[config.mk]
export PLATFORM = sky130hd
export DESIGN_NAME = midi_chord_expander_unit
export DESIGN_NICKNAME = d
export VERILOG_FILES = /design/src/design/mce_pkg.sv /design/src/design/mce_front.sv /design/src/design/mce_queue.sv /design/src/design/mce_back.sv /design/src/design/midi_chord_expander_unit.sv
export SDC_FILE = /design/constraint.sdc
export NUM_CORES = 1
export LEC_CHECK = 0
export BUFFER_PORTS_ARGS = -buffer_cell sky130_fd_sc_hd__buf_2
export CELL_PAD_IN_SITES_DETAIL_PLACEMENT = 0
export CELL_PAD_IN_SITES_GLOBAL_PLACEMENT = 1
export CORE_UTILIZATION = 36
export CTS_BUF_LIST = sky130_fd_sc_hd__clkbuf_16
export CTS_CLUSTER_DIAMETER = 50
export DETAILED_ROUTE_END_ITERATION = 8
export PLACE_DENSITY = 0.61
export SLEW_MARGIN = 20
export SYNTH_ARGS = -nofsm -noshare
export SYNTH_HDL_FRONTEND = slang
export SYNTH_HIERARCHICAL = 1
export SYNTH_SLANG_ARGS = --single-unit
[constraint.sdc]
create_clock -name clk -period 4.8 [get_ports clk]
set_clock_uncertainty 0.05 [all_clocks]
set_input_delay 0.72 -clock clk [delete_from_list [all_inputs] [get_ports clk]]
set_output_delay 0.72 -clock clk [all_outputs]
set_load 0.01 [all_outputs]
[src/design/mce_pkg.sv]
// ----------------------------------------------------------------------------
// mce_pkg: shared types, constants and tables of the MIDI chord expander
// Holds the command word that the front end hands to the back end, the
// queue status bundle, and the barre chord voicing tables.
// ----------------------------------------------------------------------------
`default_nettype none

package mce_pkg;

  // Message classes
  localparam logic [2:0] NOTE_TYPE_HI    = 3'b100;    // note-off or note-on
  localparam logic [3:0] NOTE_ON_TYPE    = 4'h9;
  localparam logic [3:0] CTRL_CHANGE_TYPE = 4'hB;
  localparam logic [7:0] CC_ALL_NOTES_OFF = 8'd123;
  localparam logic [3:0] CHORD_CHAN_RESET = 4'd10;
  localparam logic [7:0] BASE_NOTE       = 8'd36;

  // Octave of a note number: (note * OCT_RECIP) >> OCT_SHIFT equals note / 12
  // for every 8-bit note.
  localparam logic [15:0] OCT_RECIP = 16'd171;
  localparam int          OCT_SHIFT = 11;

  // Chord geometry
  localparam int CHORD_NOTES_MAX = 5;
  localparam int STEP_W          = 3;     // up to six results per item

  // Command from the front end to the back end
  typedef struct packed {
    logic       has_ano;    // emit all-notes-off first
    logic       is_chord;   // expand into a chord instead of passing through
    logic [7:0] status;
    logic [7:0] data_one;
    logic [7:0] data_two;
    logic [4:0] octave;     // data_one / 12
  } cmd_t;

  // Queue status seen by both ends
  typedef struct packed {
    logic full;
    logic empty;
  } q_stat_t;

  // Positive voicing offsets, in emit order, per mode and style
  localparam logic [4:0] CHORD_OFFSET [2][4][CHORD_NOTES_MAX] = '{
    '{ '{5'd12, 5'd16, 5'd19, 5'd24, 5'd28},
       '{5'd7,  5'd12, 5'd16, 5'd19, 5'd24},
       '{5'd4,  5'd7,  5'd12, 5'd16, 5'd24},
       '{5'd7,  5'd12, 5'd16, 5'd19, 5'd0 } },
    '{ '{5'd12, 5'd19, 5'd24, 5'd27, 5'd31},
       '{5'd7,  5'd12, 5'd15, 5'd19, 5'd24},
       '{5'd7,  5'd12, 5'd15, 5'd19, 5'd24},
       '{5'd7,  5'd12, 5'd15, 5'd19, 5'd0 } }
  };

  // Voicing style picked by the chord root
  function automatic logic [1:0] style_of_root(input logic [3:0] root);
    logic [1:0] style;
    case (root)
      4'd4, 4'd5, 4'd6, 4'd8: style = 2'd1;
      4'd7:                   style = 2'd2;
      4'd9, 4'd10, 4'd11:     style = 2'd3;
      default:                style = 2'd0;
    endcase
    return style;
  endfunction

  // Number of chord notes for a style: the last style drops one string
  function automatic logic [STEP_W-1:0] chord_count(input logic [1:0] style);
    return (style == 2'd3) ? STEP_W'(CHORD_NOTES_MAX - 1) : STEP_W'(CHORD_NOTES_MAX);
  endfunction

endpackage

`default_nettype wire

[src/design/mce_front.sv]
// ----------------------------------------------------------------------------
// mce_front: input acceptance and classification
// Holds the chord channel register, drops non-MIDI items and turns every
// other item into a command for the queue.
// ----------------------------------------------------------------------------
`default_nettype none

module mce_front
  import mce_pkg::*;
(
  input  wire logic       clk,
  input  wire logic       rst,
  input  wire logic       cfg_write,
  input  wire logic [3:0] cfg_data,
  input  wire logic       in_valid,
  output logic            in_ready,
  input  wire logic       is_midi_event,
  input  wire logic [7:0] status_byte,
  input  wire logic [7:0] data_one,
  input  wire logic [7:0] data_two,
  input  wire q_stat_t    q_stat,
  output logic            q_push,
  output cmd_t            q_cmd
);

  logic [3:0]  chord_chan;
  logic        on_chan;
  logic [15:0] oct_prod;

  // Hold the chord channel register
  always_ff @(posedge clk) begin
    if (rst) begin
      chord_chan <= CHORD_CHAN_RESET;
    end else if (cfg_write) begin
      chord_chan <= cfg_data;
    end
  end

  // Accept while the queue has room; drop non-MIDI items
  assign in_ready = !q_stat.full;
  assign q_push   = in_valid && in_ready && is_midi_event;

  // Classify the message and find its octave
  assign on_chan  = (status_byte[3:0] == chord_chan);
  assign oct_prod = 16'(data_one) * OCT_RECIP;

  always_comb begin
    q_cmd.has_ano  = (status_byte[7:5] == NOTE_TYPE_HI) && on_chan;
    q_cmd.is_chord = (status_byte[7:4] == NOTE_ON_TYPE) && on_chan;
    q_cmd.status   = status_byte;
    q_cmd.data_one = data_one;
    q_cmd.data_two = data_two;
    q_cmd.octave   = oct_prod[OCT_SHIFT+4:OCT_SHIFT];
  end

endmodule

`default_nettype wire

[src/design/mce_queue.sv]
// ----------------------------------------------------------------------------
// mce_queue: two-entry command queue
// Decouples the front end from the back end so each can stall on its own.
// ----------------------------------------------------------------------------
`default_nettype none

module mce_queue
  import mce_pkg::*;
(
  input  wire logic clk,
  input  wire logic rst,
  input  wire logic push,
  input  wire cmd_t push_cmd,
  input  wire logic pop,
  output cmd_t      head_cmd,
  output q_stat_t   stat
);

  cmd_t       mem [2];
  logic       wr_ptr;
  logic       rd_ptr;
  logic [1:0] count;

  // Advance pointers and fill count
  always_ff @(posedge clk) begin
    if (rst) begin
      wr_ptr <= 1'b0;
      rd_ptr <= 1'b0;
      count  <= 2'd0;
    end else begin
      if (push) begin
        wr_ptr <= !wr_ptr;
      end
      if (pop) begin
        rd_ptr <= !rd_ptr;
      end
      case ({push, pop})
        2'b10:   count <= count + 2'd1;
        2'b01:   count <= count - 2'd1;
        default: count <= count;
      endcase
    end
  end

  // Write the entry at the tail
  always_ff @(posedge clk) begin
    if (push) begin
      mem[wr_ptr] <= push_cmd;
    end
  end

  assign head_cmd   = mem[rd_ptr];
  assign stat.full  = (count == 2'd2);
  assign stat.empty = (count == 2'd0);

endmodule

`default_nettype wire

[src/design/mce_back.sv]
// ----------------------------------------------------------------------------
// mce_back: result sequencer
// Takes one command at a time from the queue and emits its results, one
// per cycle unless the output stalls, through a registered output stage.
// ----------------------------------------------------------------------------
`default_nettype none

module mce_back
  import mce_pkg::*;
(
  input  wire logic       clk,
  input  wire logic       rst,
  input  wire q_stat_t    q_stat,
  input  wire cmd_t       head_cmd,
  output logic            q_pop,
  output logic            out_valid,
  input  wire logic       out_ready,
  output logic [7:0]      out_status,
  output logic [7:0]      out_data_one,
  output logic [7:0]      out_data_two,
  output logic            is_last
);

  logic              busy;
  cmd_t              cmd;
  logic [STEP_W-1:0] step;

  logic              can_emit;
  logic [3:0]        root;
  logic [1:0]        style;
  logic [STEP_W-1:0] n_results;
  logic [STEP_W-1:0] note_idx;
  logic [7:0]        note_sum;
  logic              gen_last;
  logic [7:0]        gen_status;
  logic [7:0]        gen_data_one;
  logic [7:0]        gen_data_two;

  // Decode the chord of the current command
  always_comb begin
    root      = 4'(cmd.data_one - {cmd.octave, 3'b000} - {1'b0, cmd.octave, 2'b00});
    style     = style_of_root(root);
    n_results = STEP_W'(cmd.has_ano) + (cmd.is_chord ? chord_count(style) : STEP_W'(1));
    note_idx  = step - STEP_W'(cmd.has_ano);
    note_sum  = BASE_NOTE + 8'(root)
              + 8'(CHORD_OFFSET[cmd.octave[0]][style][note_idx]);
    gen_last  = (step == n_results - STEP_W'(1));
  end

  // Build the result for the current step
  always_comb begin
    if (cmd.has_ano && step == '0) begin
      gen_status   = {CTRL_CHANGE_TYPE, cmd.status[3:0]};
      gen_data_one = CC_ALL_NOTES_OFF;
      gen_data_two = 8'd0;
    end else if (cmd.is_chord) begin
      gen_status   = cmd.status;
      gen_data_one = {1'b0, note_sum[6:0]};
      gen_data_two = cmd.data_two;
    end else begin
      gen_status   = cmd.status;
      gen_data_one = cmd.data_one;
      gen_data_two = cmd.data_two;
    end
  end

  // Emit when the output stage is free or being drained
  assign can_emit = !out_valid || out_ready;
  assign q_pop    = !q_stat.empty && (!busy || (can_emit && gen_last));

  // Advance the sequencer and the output valid flag
  always_ff @(posedge clk) begin
    if (rst) begin
      busy      <= 1'b0;
      step      <= '0;
      out_valid <= 1'b0;
    end else begin
      if (q_pop) begin
        busy <= 1'b1;
        step <= '0;
      end else if (busy && can_emit) begin
        if (gen_last) begin
          busy <= 1'b0;
        end else begin
          step <= step + STEP_W'(1);
        end
      end
      if (busy && can_emit) begin
        out_valid <= 1'b1;
      end else if (out_ready) begin
        out_valid <= 1'b0;
      end
    end
  end

  // Load command and output payload
  always_ff @(posedge clk) begin
    if (q_pop) begin
      cmd <= head_cmd;
    end
    if (busy && can_emit) begin
      out_status   <= gen_status;
      out_data_one <= gen_data_one;
      out_data_two <= gen_data_two;
      is_last      <= gen_last;
    end
  end

endmodule

`default_nettype wire

[src/design/midi_chord_expander_unit.sv]
// A queued item passes the queue entry, the command register and then the output register.
// The back-end sequencer emits one result per cycle while the output is not stalled; an
// item gives one to six results (all-notes-off plus four or five chord notes at most).
// A two-entry command queue lets input acceptance run ahead of the sequencer.
// Reset (rst, synchronous): empties the queue and output stage, chord channel to 10.
// ----------------------------------------------------------------------------
// midi_chord_expander_unit: MIDI chord expander top level
// Drops non-MIDI items, emits all-notes-off for chord-channel notes and
// expands chord-channel note-ons into guitar barre chords.
// ----------------------------------------------------------------------------
`default_nettype none

module midi_chord_expander_unit
  import mce_pkg::*;
(
  input  wire logic       clk,
  input  wire logic       rst,
  input  wire logic       cfg_write,
  input  wire logic [3:0] cfg_data,
  input  wire logic       in_valid,
  output logic            in_ready,
  input  wire logic       is_midi_event,
  input  wire logic [7:0] status_byte,
  input  wire logic [7:0] data_one,
  input  wire logic [7:0] data_two,
  output logic            out_valid,
  input  wire logic       out_ready,
  output logic [7:0]      out_status,
  output logic [7:0]      out_data_one,
  output logic [7:0]      out_data_two,
  output logic            is_last
);

  q_stat_t q_stat;
  logic    q_push;
  logic    q_pop;
  cmd_t    q_cmd;
  cmd_t    head_cmd;

  mce_front u_front (
    .clk           (clk),
    .rst           (rst),
    .cfg_write     (cfg_write),
    .cfg_data      (cfg_data),
    .in_valid      (in_valid),
    .in_ready      (in_ready),
    .is_midi_event (is_midi_event),
    .status_byte   (status_byte),
    .data_one      (data_one),
    .data_two      (data_two),
    .q_stat        (q_stat),
    .q_push        (q_push),
    .q_cmd         (q_cmd)
  );

  mce_queue u_queue (
    .clk      (clk),
    .rst      (rst),
    .push     (q_push),
    .push_cmd (q_cmd),
    .pop      (q_pop),
    .head_cmd (head_cmd),
    .stat     (q_stat)
  );

  mce_back u_back (
    .clk          (clk),
    .rst          (rst),
    .q_stat       (q_stat),
    .head_cmd     (head_cmd),
    .q_pop        (q_pop),
    .out_valid    (out_valid),
    .out_ready    (out_ready),
    .out_status   (out_status),
    .out_data_one (out_data_one),
    .out_data_two (out_data_two),
    .is_last      (is_last)
  );

  // Never push into a full queue
  a_no_overflow: assert property (@(posedge clk) disable iff (rst)
    q_push |-> !q_stat.full)
    else $error("command pushed into full queue");

  // Never pop an empty queue
  a_no_underflow: assert property (@(posedge clk) disable iff (rst)
    q_pop |-> !q_stat.empty)
    else $error("command popped from empty queue");

  // Drop non-MIDI items without a command
  a_drop_non_midi: assert property (@(posedge clk) disable iff (rst)
    (in_valid && in_ready && !is_midi_event) |-> !q_push)
    else $error("non-MIDI item entered the queue");

  // Results before the last one are all-notes-off or chord notes
  a_inner_note_range: assert property (@(posedge clk) disable iff (rst)
    (out_valid && !is_last) |-> !out_data_one[7])
    else $error("inner result carries a data byte above 127");

endmodule

`default_nettype wire
==> results.md <==
* Sequential Power Share at 31.1%
* Die area at 18200 sq um
* Htree depth at 4
* Worst rel slew slack at 39.2%
* Pwr/cell area at 721 nW/um^2
* Final setup fails at 0
* Largest net degree at the start of global routing at 29
* Mapped Area at between 6000 and 7000 sq um
* Gr usage total at 13.5%
* Average size of a mapped cell at 13.2 sq um
* Post-DP HPWL at 7.71 mm
* # rows at 48
* # fillers at 1609
* Storage element area at 3550 sq um
* Final antenna-violating net count at 0
* P&R area growth vs syn at 16.3%
* Min cycle time layout at 4.40 ns
* Hold Path End: u_back/out_status[0]
* Pre-antenna DRT Iters at 4
* Hold Path Depth at 0
* Syn nets at 586
* Clock buffer depth at 2
* Hold Fails Final Rpt at 0
* Initial antenna violation count at 0
* Num CTS Buffers at 17
* Setup_tns at 0 ns
* CP Max Fanout at 13
* Ys Warns at 6
* Least-Margin Pin Slew at 0.910 ns
* Die Span Y at approximately 140 um
* Final Non-Filler Cells at 766
* Dpl cells at between 700 and 800
* Crit path DAT at 4.46 ns
* Ports at slightly above 60
* Initial core utilization at 36.9%
* DR vias/cell at 4.70
* FF-to-FF End: u_back/out_data_one[4]
* Vias in the first global route at 3653
* Layout cells sized above 1 at 24.4%
* FF-to-FF setup slack at 0.40 ns
* Int Power at 3.45 mW
* CP required at 4.87 ns
* Status: complete, no violations
* DR WL/cell at 14.9 um
* Critical R2R Launch: u_back/cmd[0]
* Grt total ovfl at 0
* Setup crit end kind: register
* RSZ-0062 raised after global routing: no
* Hold wc startpoint: u_back/cmd[21]
* WL final at 11.4 mm
* Share of the core filled with cells at 42.8%
* RD Place Congestion at 0.809
* Final Cycle Share at approximately nine tenths
* CTS clk-pin slew, worst paths at 0.05 ns
* Min-Delay Path Class: reg -> reg
* Switching share of power at 35.4%
* Max VDD drop at approximately 350 uV
* Leakage Power at 2.97 nW
* Net switching power at about 1.9 mW
* Clock sink total at about 120
* Worst-skew pair later-pin latency at 0.41 ns
* Slew Limit Fails at 0
* Multi-input gate area at 2420 sq um
* Crit Path Category: reg -> reg
* CTS tree: done
* Clock root cell: clkbuf_16
* Cell area after layout at 7410 sq um
* Register-to-Register Path Depth at 17
* Core Region at 17300 sq um
* DR vias at 3602
* DR DRC count at 0
* Area after DPL at 6770 sq um
* Cells after Synth at between 400 and 500
* Antenna diode count at 0
* Type of origin of the critical path: register
* Die width at 135 um
* IO Port Bufs at 60
* Nets@finish at 631
* Max Fclk at 227 MHz
* Combinational share of power at 43.6%
* First-pass GRT wire length at 18.3 mm
* Clock share of power at between 20 and 30%
* Initial DRC Count at 200
* Max-cap violations at 0
==> area by class of cell <==
cell class	count	share of cell area, %
clock buffer	17	5.74
clock inverter	14	2.75
inverter	45	2.28
multi-input combinational	275	32.7
sequential	123	47.9
tap	225	3.80
timing repair buffer	67	4.76
==> through the flow <==
| stage | setup slack, ns | hold slack, ns | power, mW |
|---|---|---|---|
| floorplan | 0.584 | 0.350 | 3.40 |
| global placement | 0.467 | 0.353 | 4.00 |
| detailed placement | 0.316 | 0.356 | 4.00 |
| CTS | 0.287 | 0.372 | 5.39 |
| global route | 0.151 | 0.384 | 5.76 |
| finish | 0.402 | 0.374 | 5.35 |
==> power groups by stage <==
stage,combinational (mW),clock (mW),sequential [mW]
after CTS,2.34,1.38,1.67
after detailed placement,2.32,0,1.69
after global placement,2.32,0,1.68
after floorplan,1.73,0,1.67
after global routing,2.64,1.43,1.69
final,2.33,1.35,1.66
==> metal layers <==
metal	wire, um	GRT usage, %	vias up
li1	-	-	1786
met1	5090	16.1	1741
met2	5770	22.9	68
met3	503	4.39	7
met4	80	4.37	0
met5	0	0	-
==> worst max-delay path by stage <==
stage / endpoint / slack, ns / startpoint
after floorplan: u_queue/count[1] / 0.58 / u_back/cmd[15]
after global placement: u_back/out_data_one[4] / 0.47 / u_back/cmd[0]
after detailed placement: u_back/out_data_one[4] / 0.32 / u_back/cmd[0]
after CTS: u_back/out_data_one[4] / 0.29 / u_back/cmd[0]
after global routing: u_back/out_data_one[4] / 0.15 / u_back/cmd[0]
final: u_back/out_data_one[4] / 0.40 / u_back/cmd[0]
==> registers in the layout (all words and copies together) (netlist names), named ones only <==
name                 count
u_queue/rd_ptr           1
u_back/step              3
u_queue/count            2
u_front/chord_chan       4
u_back/out_status        8
u_back/busy              1
u_back/out_data_one      8
u_queue/wr_ptr           1
u_back/out_valid         1
u_back/is_last           1
u_back/out_data_two      8
u_back/cmd              28
u_queue/mem             56
==> repair_timing <==
| action | in CTS | in global routing |
|---|---|---|
| endpoints found under the setup margin | 0 | 2 |
| gates resized for setup | 0 | 1 |
| hold buffers | 0 | 0 |
| setup buffers | 0 | 0 |
| endpoints found under the hold margin | 0 | 0 |
==> placed cells by master, fill, tap and decap left out, drive strengths merged, types with 6 or more instances in the layout <==
cell type,instances
mux2,28
nand2b,6
xor2,8
ha,56
nor2b,10
clkbuf,17
nand2,17
xnor2,9
nor3,7
and2,15
edfxtp,109
nor2,18
dfxtp,14
buf,67
fa,12
mux2i,9
o21ai,16
inv,48
a21oi,14
==> critical path, cell delays in order (launching register included) <==
cell	delay (ns)
edfxtp_1	0.54
ha_1	0.28
xor3_2	0.36
xnor2_4	0.39
nor3_1	0.13
a21o_1	0.19
ha_1	0.18
or4_1	0.46
nand3_1	0.09
o311ai_0	0.11
o21ai_0	0.15
ha_1	0.29
ha_1	0.32
a21oi_1	0.17
nor2b_1	0.15
o21ai_0	0.08
o21ai_0	0.11
nand2_1	0.07
Note: power is estimated with default switching activity, not from simulation.
